--- src/design/tcce_pkg.sv ---
// ----------------------------------------------------------------------------
// tcce_pkg
// Shared types and constants of the text console cursor engine.
// ----------------------------------------------------------------------------
`default_nettype none

package tcce_pkg;

   localparam int MaxColumnsDefault = 128;
   localparam int MaxRowsDefault    = 32;
   localparam int QueueDepth        = 2;

   localparam logic [7:0] ChSpace = 8'h20;
   localparam logic [7:0] ChTilde = 8'h7E;
   localparam logic [7:0] ChBel   = 8'h07;
   localparam logic [7:0] ChBs    = 8'h08;
   localparam logic [7:0] ChLf    = 8'h0A;
   localparam logic [7:0] ChCr    = 8'h0D;

   localparam logic [7:0]  ColumnCountReset = 8'd80;
   localparam logic [5:0]  RowCountReset    = 6'd25;
   localparam logic [31:0] DirtyReset       = 32'hFFFF_FFFF;

   typedef enum logic [1:0] {
      KindPut   = 2'd0,
      KindClear = 2'd1,
      KindRead  = 2'd2,
      KindNone  = 2'd3
   } kind_type;

   typedef enum logic {
      CsrColumnCount = 1'b0,
      CsrRowCount    = 1'b1
   } csr_index_type;

   typedef enum logic [2:0] {
      OpPrint,
      OpBell,
      OpBackspace,
      OpNewRow,
      OpOther,
      OpClear,
      OpRead,
      OpNop
   } op_type;

   typedef struct packed {
      op_type     op;
      logic [7:0] char_code;
      logic       end_of_string;
      logic [4:0] read_row;
      logic [6:0] read_col;
   } item_type;

   typedef struct packed {
      logic     valid;
      item_type item;
   } queue_head_type;

   typedef struct packed {
      logic pop;
      logic initialising;
   } back_status_type;

endpackage

`default_nettype wire

--- src/design/tcce_front.sv ---
// ----------------------------------------------------------------------------
// tcce_front
// Takes command words, sorts put-character words by byte class and holds
// them in a short queue for the back end.
// ----------------------------------------------------------------------------
`default_nettype none

module tcce_front (
   input  wire logic                      clock,
   input  wire logic                      reset,
   input  wire logic                      start,
   output logic                           busy,
   input  wire logic [1:0]                kind,
   input  wire logic [7:0]                char_code,
   input  wire logic                      end_of_string,
   input  wire logic [4:0]                read_row,
   input  wire logic [6:0]                read_col,
   input  wire tcce_pkg::back_status_type status,
   output tcce_pkg::queue_head_type       head
);

   localparam int PtrW = $clog2(tcce_pkg::QueueDepth);
   localparam int CntW = $clog2(tcce_pkg::QueueDepth + 1);
   localparam logic [PtrW-1:0] LastSlot = PtrW'(tcce_pkg::QueueDepth - 1);
   localparam logic [CntW-1:0] FullCount = CntW'(tcce_pkg::QueueDepth);

   tcce_pkg::item_type slot_ff [tcce_pkg::QueueDepth];
   logic [PtrW-1:0]    wr_ptr_ff, wr_ptr_in;
   logic [PtrW-1:0]    rd_ptr_ff, rd_ptr_in;
   logic [CntW-1:0]    count_ff, count_in;
   tcce_pkg::op_type   op;
   tcce_pkg::item_type item;
   logic               accept;

   always_comb begin
      unique case (tcce_pkg::kind_type'(kind))
         tcce_pkg::KindPut: begin
            priority if (char_code >= tcce_pkg::ChSpace && char_code <= tcce_pkg::ChTilde) begin
               op = tcce_pkg::OpPrint;
            end else if (char_code == tcce_pkg::ChBel) begin
               op = tcce_pkg::OpBell;
            end else if (char_code == tcce_pkg::ChBs) begin
               op = tcce_pkg::OpBackspace;
            end else if (char_code == tcce_pkg::ChLf || char_code == tcce_pkg::ChCr) begin
               op = tcce_pkg::OpNewRow;
            end else begin
               op = tcce_pkg::OpOther;
            end
         end
         tcce_pkg::KindClear: op = tcce_pkg::OpClear;
         tcce_pkg::KindRead:  op = tcce_pkg::OpRead;
         tcce_pkg::KindNone:  op = tcce_pkg::OpNop;
         default:             op = tcce_pkg::OpNop;
      endcase
   end

   assign item.op            = op;
   assign item.char_code     = char_code;
   assign item.end_of_string = end_of_string;
   assign item.read_row      = read_row;
   assign item.read_col      = read_col;

   assign busy   = (count_ff == FullCount) || status.initialising;
   assign accept = start && !busy;

   assign head.valid = (count_ff != '0);
   assign head.item  = slot_ff[rd_ptr_ff];

   always_comb begin
      wr_ptr_in = wr_ptr_ff;
      rd_ptr_in = rd_ptr_ff;
      count_in  = count_ff;
      if (accept) begin
         wr_ptr_in = (wr_ptr_ff == LastSlot) ? '0 : wr_ptr_ff + 1'b1;
      end
      if (status.pop) begin
         rd_ptr_in = (rd_ptr_ff == LastSlot) ? '0 : rd_ptr_ff + 1'b1;
      end
      if (accept && !status.pop) begin
         count_in = count_ff + 1'b1;
      end else if (!accept && status.pop) begin
         count_in = count_ff - 1'b1;
      end
   end

   always_ff @(posedge clock) begin
      if (reset) begin
         wr_ptr_ff <= '0;
         rd_ptr_ff <= '0;
         count_ff  <= '0;
      end else begin
         wr_ptr_ff <= wr_ptr_in;
         rd_ptr_ff <= rd_ptr_in;
         count_ff  <= count_in;
      end
   end

   always_ff @(posedge clock) begin
      if (accept) begin
         slot_ff[wr_ptr_ff] <= item;
      end
   end

endmodule

`default_nettype wire

--- config.mk ---
export PLATFORM = sky130hd
export DESIGN_NAME = tcce_front
export DESIGN_NICKNAME = d
export VERILOG_FILES = /design/src/design/tcce_pkg.sv /design/src/design/tcce_front.sv
export SDC_FILE = /design/constraint.sdc
export NUM_CORES = 1
export LEC_CHECK = 0
export ABC_CLOCK_PERIOD_IN_PS = 4450
export BUFFER_PORTS_ARGS = -buffer_cell sky130_fd_sc_hd__buf_2
export CAP_MARGIN = 10
export CORE_AREA = 2 2 64 66
export CTS_BUF_LIST = sky130_fd_sc_hd__clkbuf_8
export DETAILED_ROUTE_END_ITERATION = 10
export DIE_AREA = 0 0 66 68
export MAX_ROUTING_LAYER = met4
export PLACE_DENSITY = 0.83
export RECOVER_POWER = 25
export SLEW_MARGIN = 20
export SYNTH_ARGS = -nofsm -noshare
export SYNTH_HDL_FRONTEND = slang
export SYNTH_SLANG_ARGS = --single-unit
--- constraint.sdc ---
create_clock -name clock -period 4.45 [get_ports clock]
set_input_delay 0.2225 -clock clock [delete_from_list [all_inputs] [get_ports clock]]
set_output_delay 0.2225 -clock clock [all_outputs]
set_load 0.02 [all_outputs]
==> impl_metrics.ini, run 1 <==
[outcome]
status = complete, no violations

[yosys]
synth.avg_cell_area_um2 = 17.78
ys_warn_count = 0
ys_types = 31
synth_nets = 147
synth_ff_type = edfxtp_1
async_flop_share_pct = 0
synth-edff-count = 48
synth_cells = 118
seq_area_frac_synth_pct = 73.46
synth-seq-cells = 53
netlist_area_mm2 = 0.002098

[power_and_ir_drop]
pwr-share-comb_pct = 14.6
irDropWorstVdd_mv = 0.2020
p_switching_mw = 0.2458
clockPowerShare_pct = 25.8
power.leakage_nw = 0.8989
power.internal_mw = 0.7406
cellPowerDensity_mw_per_mm2 = 394.0
pwr-share-seq_pct = 59.5
power_switching_share_pct = 24.92

[critical_path]
worst-path-buf-inv = 1
required_ns = 4.23
critPathTopFamily = flip-flops
critPathArrivalTime_ns = 1.90
slowest_stage = dfxtp_1
r2r-start = count_ff[1]$_SDFFE_PP0P_
critPathMaxStageDelay_ns = 1.02
critical_path.max_fanout = 24
startpoint_type = flip-flop
worst_setup_path_end_kind = output port
path_cells = mux2_2 > buf_2
regToRegSetupSlack_ns = 2.66
critPathKind = flip-flop to output port

[placement]
gp_routability_congestion = 0.8204
post-place-ws_ns = 2.368
port_buffers = 53
hpwl_um = 2609

[cts]
clock_tree.buffer_depth = 2
post_cts_buffers = 0
cts_buffers = 5
insertion_delay_ns = 0.30
ctsResizeCount = 0
cts_root_buf = clkbuf_8
htree_num_levels = 2
cts_tree = built
clkTransAtPathRegs_ns = 0.09
ctsHoldBuffers = 0
clkSinkCount = 53

[floorplanning]
io_pins = 54
fp.dieH_um = 68
dieArea_mm2 = 0.004488
start_util_pct = 54.41
die_w_um = 66
fp-row-count = 23
coreArea_mm2 = 0.003856

[detailed_routing]
wl_per_cell_um = 16.16
dr_wl_met3_um = 187
top_layer = met4
drtAntennaViolNets = 0
firstDrtPassIters = 4
first_iter_violations = 45
wl_met2_um = 2032
wirelength_um = 3669
drc = 0
wl_met1_um = 1386
viasPerCell = 5.322
vias = 1208

[grt]
grt_pass1_wl_um = 5713
grt_remaining_overflow = 0
grtUsageTotal_pct = 18.62
antenna_found_initial = 0
grt_start_max_net_pins = 25
grt_pass1_vias = 1201

[sta]
fin_crit_sh_pct = 47.80
setup_tns_ns = 0
worstMarginPinSlew_ns = 1.041
fmax_ghz = 0.4702
maxSlewViolCount = 0
skew_ns = 0.007409
slew_headroom_pct = 30.50
hold_viol = 0
finalWorstSetupSlack_ns = 2.323
setup_viol = 0
fin_crit_ns = 2.127
rsz0062_at_grt = no

[finish]
n_fill_cell = 289
layout.nets = 205
drive_above_1_share_pct = 45.76
num_antenna_cells = 0
synthToLayoutAreaGrowth_pct = 19.32

[run]
drv_cap = 0

[hold_path]
hold_path_class = input port to flip-flop
min_from = read_row[0]
-- area by class of cell --
| class | count | area (um2) | share of cell area (%) |
|---|---|---|---|
| Clock buffer | 5 | 68.82 | 2.749 |
| Clock inverter | 3 | 18.77 | 0.7496 |
| Inverter | 3 | 11.26 | 0.4498 |
| Multi-Input combinational cell | 59 | 540.5 | 21.59 |
| Sequential cell | 53 | 1541 | 61.57 |
| Tap cell | 50 | 62.56 | 2.499 |
| Timing Repair Buffer | 54 | 260.3 | 10.39 |
-- metrics by stage --
step | util (%) | hold slack [ns] | instance area (um2) | total power [mW] | instances
finish | 64.93 | 0.1044 | 2504 | 0.9864 | 227
global route | 64.93 | 0.09068 | 2504 | 1.031 | 227
CTS | 65.22 | 0.09696 | 2515 | 0.9972 | 227
detailed placement | 62.95 | 0.4175 | 2427 | 0.7461 | 219
global placement | 62.95 | 0.4131 | 2427 | 0.7374 | 219
floorplan | - | 0.2916 | 2098 | 0.6878 | 118
-- sequential cells by signal, indices dropped and copies added (netlist names), named ones only --
signal,count
rd_ptr_ff,1
slot_ff,48
wr_ptr_ff,1
count_ff,2
-- cell usage in the layout (no fill, tap or decap), types with 2 or more instances in the layout --
master / instances
buf_2: 43
clkinvlp_4: 2
dfxtp_1: 5
edfxtp_1: 48
xor2_1: 3
clkbuf_1: 10
nor2_1: 6
o21bai_1: 2
clkbuf_8: 5
mux2_2: 24
inv_1: 4
-- Yosys cell counts (2+ instances only) --
cell,count,share of area [%]
dfxtp_1,5,4.8
nor2_1,6,1.1
inv_1,3,0.54
nor4_2,2,1.2
edfxtp_1,48,69
xor2_1,3,1.3
o21bai_1,2,0.72
buf_2,3,0.72
mux2_2,24,13
-- per-layer routing --
layer  vias to the layer above  global-route usage [%]
li1                        573                       -
met1                       593                   20.25
met2                        36                   32.45
met3                         6                   4.441
met4                         0                   8.929
met5                         -                       -
-- power by group through the flow --
stage               logic (mW)  clock network (mW)  registers [mW]
floorplan               0.0998                   0           0.588
global placement         0.141                   0           0.596
detailed placement       0.147                   0           0.599
CTS                      0.148               0.261           0.588
global route             0.157               0.283           0.591
finish                   0.145               0.255           0.587
-- final timing paths --
| check | cells past startpoint | end |
|---|---|---|
| worst max-delay path | 2 | head[21] |
| worst min-delay path | 1 | slot_ff[1][7]$_DFFE_PP_ |
| worst min register to register | 2 | count_ff[1]$_SDFFE_PP0P_ |
| worst max register to register | 5 | count_ff[1]$_SDFFE_PP0P_ |
-- cells by family after synthesis --
group                    count (synthesis)  synth area share (%)
buffers and inverters                    6                 1.252
multiplexers                            24                 12.88
XOR/XNOR                                 4                 1.670
adder cells (fa/ha/maj)                  1                0.5962
AND/OR/NAND/NOR                         19                 5.964
flip-flops                              53                 73.46
AO/OA/AOI/OAI                           11                 4.174
(Power assumes the default switching activity.)
==> run 2: changes to the inputs <==
--- a/config.mk
+++ b/config.mk
@@ -5,15 +5,16 @@
 export SDC_FILE = /design/constraint.sdc
 export NUM_CORES = 1
 export LEC_CHECK = 0
-export ABC_CLOCK_PERIOD_IN_PS = 4450
+export ABC_AREA = 1
+export ABC_CLOCK_PERIOD_IN_PS = 1720
 export BUFFER_PORTS_ARGS = -buffer_cell sky130_fd_sc_hd__buf_2
 export CAP_MARGIN = 10
-export CORE_AREA = 2 2 64 66
+export CORE_AREA = 2 2 71 73
 export CTS_BUF_LIST = sky130_fd_sc_hd__clkbuf_8
 export DETAILED_ROUTE_END_ITERATION = 10
-export DIE_AREA = 0 0 66 68
+export DIE_AREA = 0 0 73 75
 export MAX_ROUTING_LAYER = met4
-export PLACE_DENSITY = 0.83
+export PLACE_DENSITY = 0.75
 export RECOVER_POWER = 25
 export SLEW_MARGIN = 20
 export SYNTH_ARGS = -nofsm -noshare
==> constraint.sdc (replaced) <==
create_clock -name clock -period 1.72 [get_ports clock]
set_input_delay 0.086 -clock clock [delete_from_list [all_inputs] [get_ports clock]]
set_output_delay 0.086 -clock clock [all_outputs]
set_load 0.02 [all_outputs]
==> run 2 against run 1 <==
  * Sequential share of layout area down 7.0 points
  * Die area grew 22%
  * Core utilization fell by 4.3 points
  * Non-clock buffer count grew 22
  * Register-to-register slack worse by 2.4 ns
  * Synthesized area grew 7.0%
  * Clock skew shrank 0.0047 ns
  * Critical path type unchanged
  * Critical endpoint is now head[10]
==> impl_metrics.ini, run 2 <==
[detailed_routing]
drc = 0
wl_per_cell_um = 12.44
wirelength_um = 3557
drtAntennaViolNets = 0
viasPerCell = 4.556
first_iter_violations = 73
firstDrtPassIters = 4
vias = 1303

[placement]
placed_area_mm2 = 0.002590
post-place-cells = 261
port_buffers = 53
hpwl_um = 2533
gp_routability_congestion = 0.7971

[finish]
layout.nets = 260
largest_reg_flops = 48
final_cells = 286
final_cell_mix = 48 x edfxtp_1, 38 x buf_2, 29 x nand2_1, 20 x mux2_4, 17 x dlygate4sd3_1
layout_commonest_cell = edfxtp_1
n_fill_cell = 379
fin_area_mm2 = 0.002826
num_antenna_cells = 0
drive_above_1_share_pct = 35.78
reg.largest.list = slot_ff x48, count_ff x2
synthToLayoutAreaGrowth_pct = 25.85
largest_register = slot_ff
multi_input_area_um2 = 598.1
regArea_mm2 = 0.001541

[yosys]
synth_ff_type = edfxtp_1
async_flop_share_pct = 0
netlist_area_mm2 = 0.002246
synth.avg_cell_area_um2 = 14.87
synth_area_leaders = edfxtp_1 64%, mux2_4 13%, nand2_1 4.8%
synth_cells = 151
synth-seq-cells = 53
synthMostInstantiatedCell = edfxtp_1
synthMuxAreaShare_pct = 15.38
seq_area_frac_synth_pct = 68.64
yosysTopAreaCellShare_pct = 64.18
synth-edff-count = 48
synth_compound_area_share_pct = 0.2228
synth_commonest_cells = 48 x edfxtp_1, 29 x nand2_1, 20 x mux2_4
synthSimpleGateAreaFrac_pct = 9.861
synth_top_family_by_area = multiplexers
synth_nets = 180
synth_top_area_cell = edfxtp_1
ys_types = 18
ys_warn_count = 0
synth_fa_ha_area_share_pct = 0.5571
synthXorXnorAreaFrac_pct = 0.3900

[cts]
cts_root_buf = clkbuf_8
clock_tree.buffer_depth = 2
post_cts_buffers = 0
clkSinkCount = 53
clkTransAtPathRegs_ns = 0.09
cts_tree = built
cts_buffers = 5
htree_num_levels = 2
insertion_delay_ns = 0.29

[sta]
rsz0062_at_grt = no
skew_ns = 0.002706
fmax_ghz = 0.6353
worstMarginPinSlew_ns = 0.2918
hold_viol = 0
maxSlewViolCount = 0
fin_crit_ns = 1.574
slew_headroom_pct = 80.52
holdWs_ns = 0.02110
fin_crit_sh_pct = 91.51
setup_viol = 0
setup_tns_ns = 0

[power_and_ir_drop]
cellPowerDensity_mw_per_mm2 = 911.2
pwr-share-seq_pct = 57.8
power_mw = 2.575
clockPowerShare_pct = 24.9
power.internal_mw = 1.955
power.leakage_nw = 1.186
pwr-share-comb_pct = 17.3
power_switching_share_pct = 24.08
p_switching_mw = 0.6202
irDropWorstVdd_mv = 0.5609

[critical_path]
critPathArrivalTime_ns = 1.49
rr_endpoint = count_ff[1]$_SDFFE_PP0P_
worst_setup_path_end_kind = output port
critical_path.max_fanout = 6
critPathKind = flip-flop to output port
regToRegSetupSlack_ns = 0.31
required_ns = 1.63
r2r_cells = 9
startpoint_type = flip-flop
r2r-start = count_ff[0]$_SDFFE_PP0P_

[hold_path]
min_from = reset
hold_path_class = input port to flip-flop
worstHoldPathCells = 2
hold_path_end = wr_ptr_ff$_SDFFE_PP0N_

[grt]
grt_pass1_wl_um = 5623
grt_start_max_net_pins = 19
grt_pass1_vias = 1258
grt_remaining_overflow = 0
grtUsageTotal_pct = 14.39
antenna_found_initial = 0

[floorplanning]
start_util_pct = 48.19
die_w_um = 73
coreArea_mm2 = 0.004661
dieArea_mm2 = 0.005475
io_pins = 54
fp.dieH_um = 75
fp-row-count = 25

[outcome]
status = complete, no violations

[run]
drv_cap = 0
==> run 2: how the worst max path moves through the flow <==
| stage | endpoint | slack, ns | startpoint | cells after the start |
|---|---|---|---|---|
| CTS | head[10] | 0.12 | flip-flop | 3 |
| finish | head[10] | 0.15 | flip-flop | 3 |
| floorplan | slot_ff[1][0]$_DFFE_PP_ | 0.07 | count_ff[0]$_SDFFE_PP0P_ | 4 |
| detailed placement | count_ff[1]$_SDFFE_PP0P_ | 0.34 | count_ff[0]$_SDFFE_PP0P_ | 9 |
| global placement | count_ff[1]$_SDFFE_PP0P_ | 0.40 | count_ff[0]$_SDFFE_PP0P_ | 9 |
| global route | head[11] | 0.06 | flip-flop | 3 |
==> run 2: timing repair <==
item,CTS,global route
hold buffers,17,0
hold endpoints to repair,34,0
endpoints found under the setup margin,0,0
resized for setup,0,0
==> run 2: logic make-up (layout without fill, tap and decap cells) <==
family / Yosys count / in the layout
xor+xnor: 1 / 1
mux: 24 / 24
simple gates: 52 / 52
compound gates: 1 / 1
fa+ha+maj: 1 / 1
buf+inv: 19 / 100
flops: 53 / 53
==> run 2: through the flow <==
stage / util, % / worst slack, ns
4_1_cts: 60.99 / 0.1193
6_report: 60.64 / 0.1460
3_3_place_gp: 55.57 / 0.3951
5_1_grt: 60.64 / 0.06052
3_5_place_dp: 55.57 / 0.3359
2_1_floorplan: - / 0.06625
==> run 2: power by group through the flow <==
| stage | combinational [mW] | clock, mW | sequential, mW |
|---|---|---|---|
| floorplan | 0.306 | 0 | 1.51 |
| finish | 0.444 | 0.642 | 1.49 |
| global route | 0.485 | 0.725 | 1.49 |
| detailed placement | 0.424 | 0 | 1.52 |
| global placement | 0.419 | 0 | 1.52 |
| CTS | 0.454 | 0.673 | 1.49 |
==> run 2: layer usage <==
metal / global-route usage [%] / vias to the layer above / part of all wire [%]
met5: - / - / 0
met4: 5.556 / 0 / 0.82
met3: 4.150 / 2 / 5.5
met2: 23.22 / 40 / 48
met1: 17.16 / 585 / 46
li1: - / 676 / -
==> run 2: cell type report <==
cell class	instances	area share, %
clock inverters	3	0.4869
flip-flops and latches	53	54.54
inverters	16	2.125
multi-input cells	79	21.16
clock buffers	5	2.435
repair buffers	76	16.87
well taps	54	2.390
==> run 2: worst max-delay path, stage by stage (launching register included) <==
cell     delay [ns]
dfxtp_1        0.50
buf_4          0.24
mux2_4         0.30
buf_2          0.16
==> run 3: changes to the inputs <==
--- a/config.mk
+++ b/config.mk
@@ -9,12 +9,11 @@
 export ABC_CLOCK_PERIOD_IN_PS = 1720
 export BUFFER_PORTS_ARGS = -buffer_cell sky130_fd_sc_hd__buf_2
 export CAP_MARGIN = 10
-export CORE_AREA = 2 2 71 73
+export CORE_AREA = 2 2 78 80
 export CTS_BUF_LIST = sky130_fd_sc_hd__clkbuf_8
 export DETAILED_ROUTE_END_ITERATION = 10
-export DIE_AREA = 0 0 73 75
+export DIE_AREA = 0 0 80 82
 export MAX_ROUTING_LAYER = met4
-export PLACE_DENSITY = 0.75
 export RECOVER_POWER = 25
 export SLEW_MARGIN = 20
 export SYNTH_ARGS = -nofsm -noshare
==> run 3 against run 2 <==
  * Sequential share of layout area fell by 0.24 points
  * Sequential power barely moved
  * Critical path depth did not move
  * Clock skew rose by 0.0028 ns
  * Register-to-register slack improved by 0.03 ns
  * Cell area rose by 0.53%
  * Combinational power barely moved
  * Critical endpoint is now head[16]
  * Setup slack improved by 0.089 ns
  * Count of clock-buffer cells in the layout did not move
==> impl_metrics.ini, run 3 (same netlist as run 2, synthesis figures left out) <==
[critical_path]
required_ns = 1.63
r2r_cells = 9
critPathArrivalTime_ns = 1.40
startpoint_type = flip-flop
critPathKind = flip-flop to output port
critical_path.max_fanout = 14
worst_setup_path_end_kind = output port

[cts]
ctsResizeCount = 0
clock_tree.buffer_depth = 2
insertion_delay_ns = 0.30
cts_tree = built
clkTransAtPathRegs_ns = 0.08
cts_root_buf = clkbuf_8
cts_buffers = 5
clkSinkCount = 53
htree_num_levels = 2

[finish]
largest_reg_flops = 48
layout.nets = 260
regArea_mm2 = 0.001543
reg.largest.list = slot_ff x48, count_ff x2
final_core_util_pct = 49.46
layout_commonest_cell = edfxtp_1
multi_input_area_um2 = 598.1
fin_area_mm2 = 0.002841
largest_register = slot_ff
n_fill_cell = 529
synthToLayoutAreaGrowth_pct = 26.52
final_cell_mix = 48 x edfxtp_1, 41 x buf_2, 29 x nand2_1, 20 x mux2_4, 17 x dlygate4sd3_1
drive_above_1_share_pct = 36.21
num_antenna_cells = 0

[placement]
placed_area_mm2 = 0.002605
port_buffers = 53
post-place-ws_ns = 0.3429
gp_routability_congestion = 0.7465
hpwl_um = 2514

[detailed_routing]
wl_per_cell_um = 11.87
drtAntennaViolNets = 0
firstDrtPassIters = 4
drc = 0
vias = 1320
wirelength_um = 3643
first_iter_violations = 47
viasPerCell = 4.300

[sta]
worstMarginPinSlew_ns = 0.2721
setup_tns_ns = 0
holdWs_ns = 0.05493
hold_viol = 0
fin_crit_sh_pct = 86.34
fmax_ghz = 0.6734
maxSlewViolCount = 0
setup_viol = 0
skew_ns = 0.005507
rsz0062_at_grt = no
slew_headroom_pct = 81.86
finalWorstSetupSlack_ns = 0.2350
fin_crit_ns = 1.485

[floorplanning]
dieArea_mm2 = 0.006560
fp-row-count = 28
start_util_pct = 39.09
io_pins = 54
die_w_um = 80
coreArea_mm2 = 0.005746
fp.dieH_um = 82

[power_and_ir_drop]
power.leakage_nw = 1.179
power.internal_mw = 1.948
irDropWorstVdd_mv = 0.4269
cellPowerDensity_mw_per_mm2 = 903.0
power_switching_share_pct = 24.06
pwr-share-seq_pct = 57.9
p_switching_mw = 0.6174
clockPowerShare_pct = 24.9
pwr-share-comb_pct = 17.3

[run]
drv_cap = 0

[grt]
grt_start_max_net_pins = 19
antenna_found_initial = 0
grtUsageTotal_pct = 12.38
grt_pass1_vias = 1249
grt_pass1_wl_um = 5761
grt_remaining_overflow = 0

[hold_path]
worstHoldPathCells = 3
hold_path_class = input port to flip-flop

[outcome]
status = complete, no violations
-- run 3: final cells by class --
cell class	instances	share of cell area (%)
multi-input combinational	79	21.05
clock buffer	5	2.422
clock inverter	3	0.4403
sequential	53	54.29
tap	75	3.303
inverter	16	2.114
timing repair buffer	76	16.38
-- run 3: worst paths after layout --
path | startpoint | end | slack, ns
worst max-delay path | flip-flop | head[16] | 0.24
worst min-delay path | status[1] | flip-flop | 0.05
worst max register to register | count_ff[0]$_SDFFE_PP0P_ | count_ff[1]$_SDFFE_PP0P_ | 0.34
worst min register to register | count_ff[0]$_SDFFE_PP0P_ | count_ff[0]$_SDFFE_PP0P_ | 0.49
-- run 3: power groups by stage --
stage / logic, mW / clock network, mW / registers (mW)
4_1_cts: 0.452 / 0.669 / 1.49
3_3_place_gp: 0.421 / 0 / 1.51
3_5_place_dp: 0.423 / 0 / 1.52
6_report: 0.443 / 0.638 / 1.48
2_1_floorplan: 0.306 / 0 / 1.51
5_1_grt: 0.483 / 0.719 / 1.49
-- run 3: what timing repair did --
action	CTS	global route
hold endpoints to repair	32	1
setup buffers	0	0
hold buffers	16	1
-- run 3: critical path, cell delays in order (launching register included) --
cell and delay, ns:
dfxtp_2 0.33, buf_4 0.27, mux2_4 0.33, buf_2 0.16
-- run 3: layer usage --
layer	wire length [um]	up-vias	global-route usage, %
li1	-	679	-
met1	1600	599	14.85
met2	1775	38	19.67
met3	219	4	3.407
met4	48	0	5.593
met5	0	-	-
-- run 3: through the flow --
stage / power, mW / instances
global placement: 1.934 / 282
floorplan: 1.817 / 151
finish: 2.566 / 307
global route: 2.693 / 307
CTS: 2.607 / 306
detailed placement: 1.938 / 282
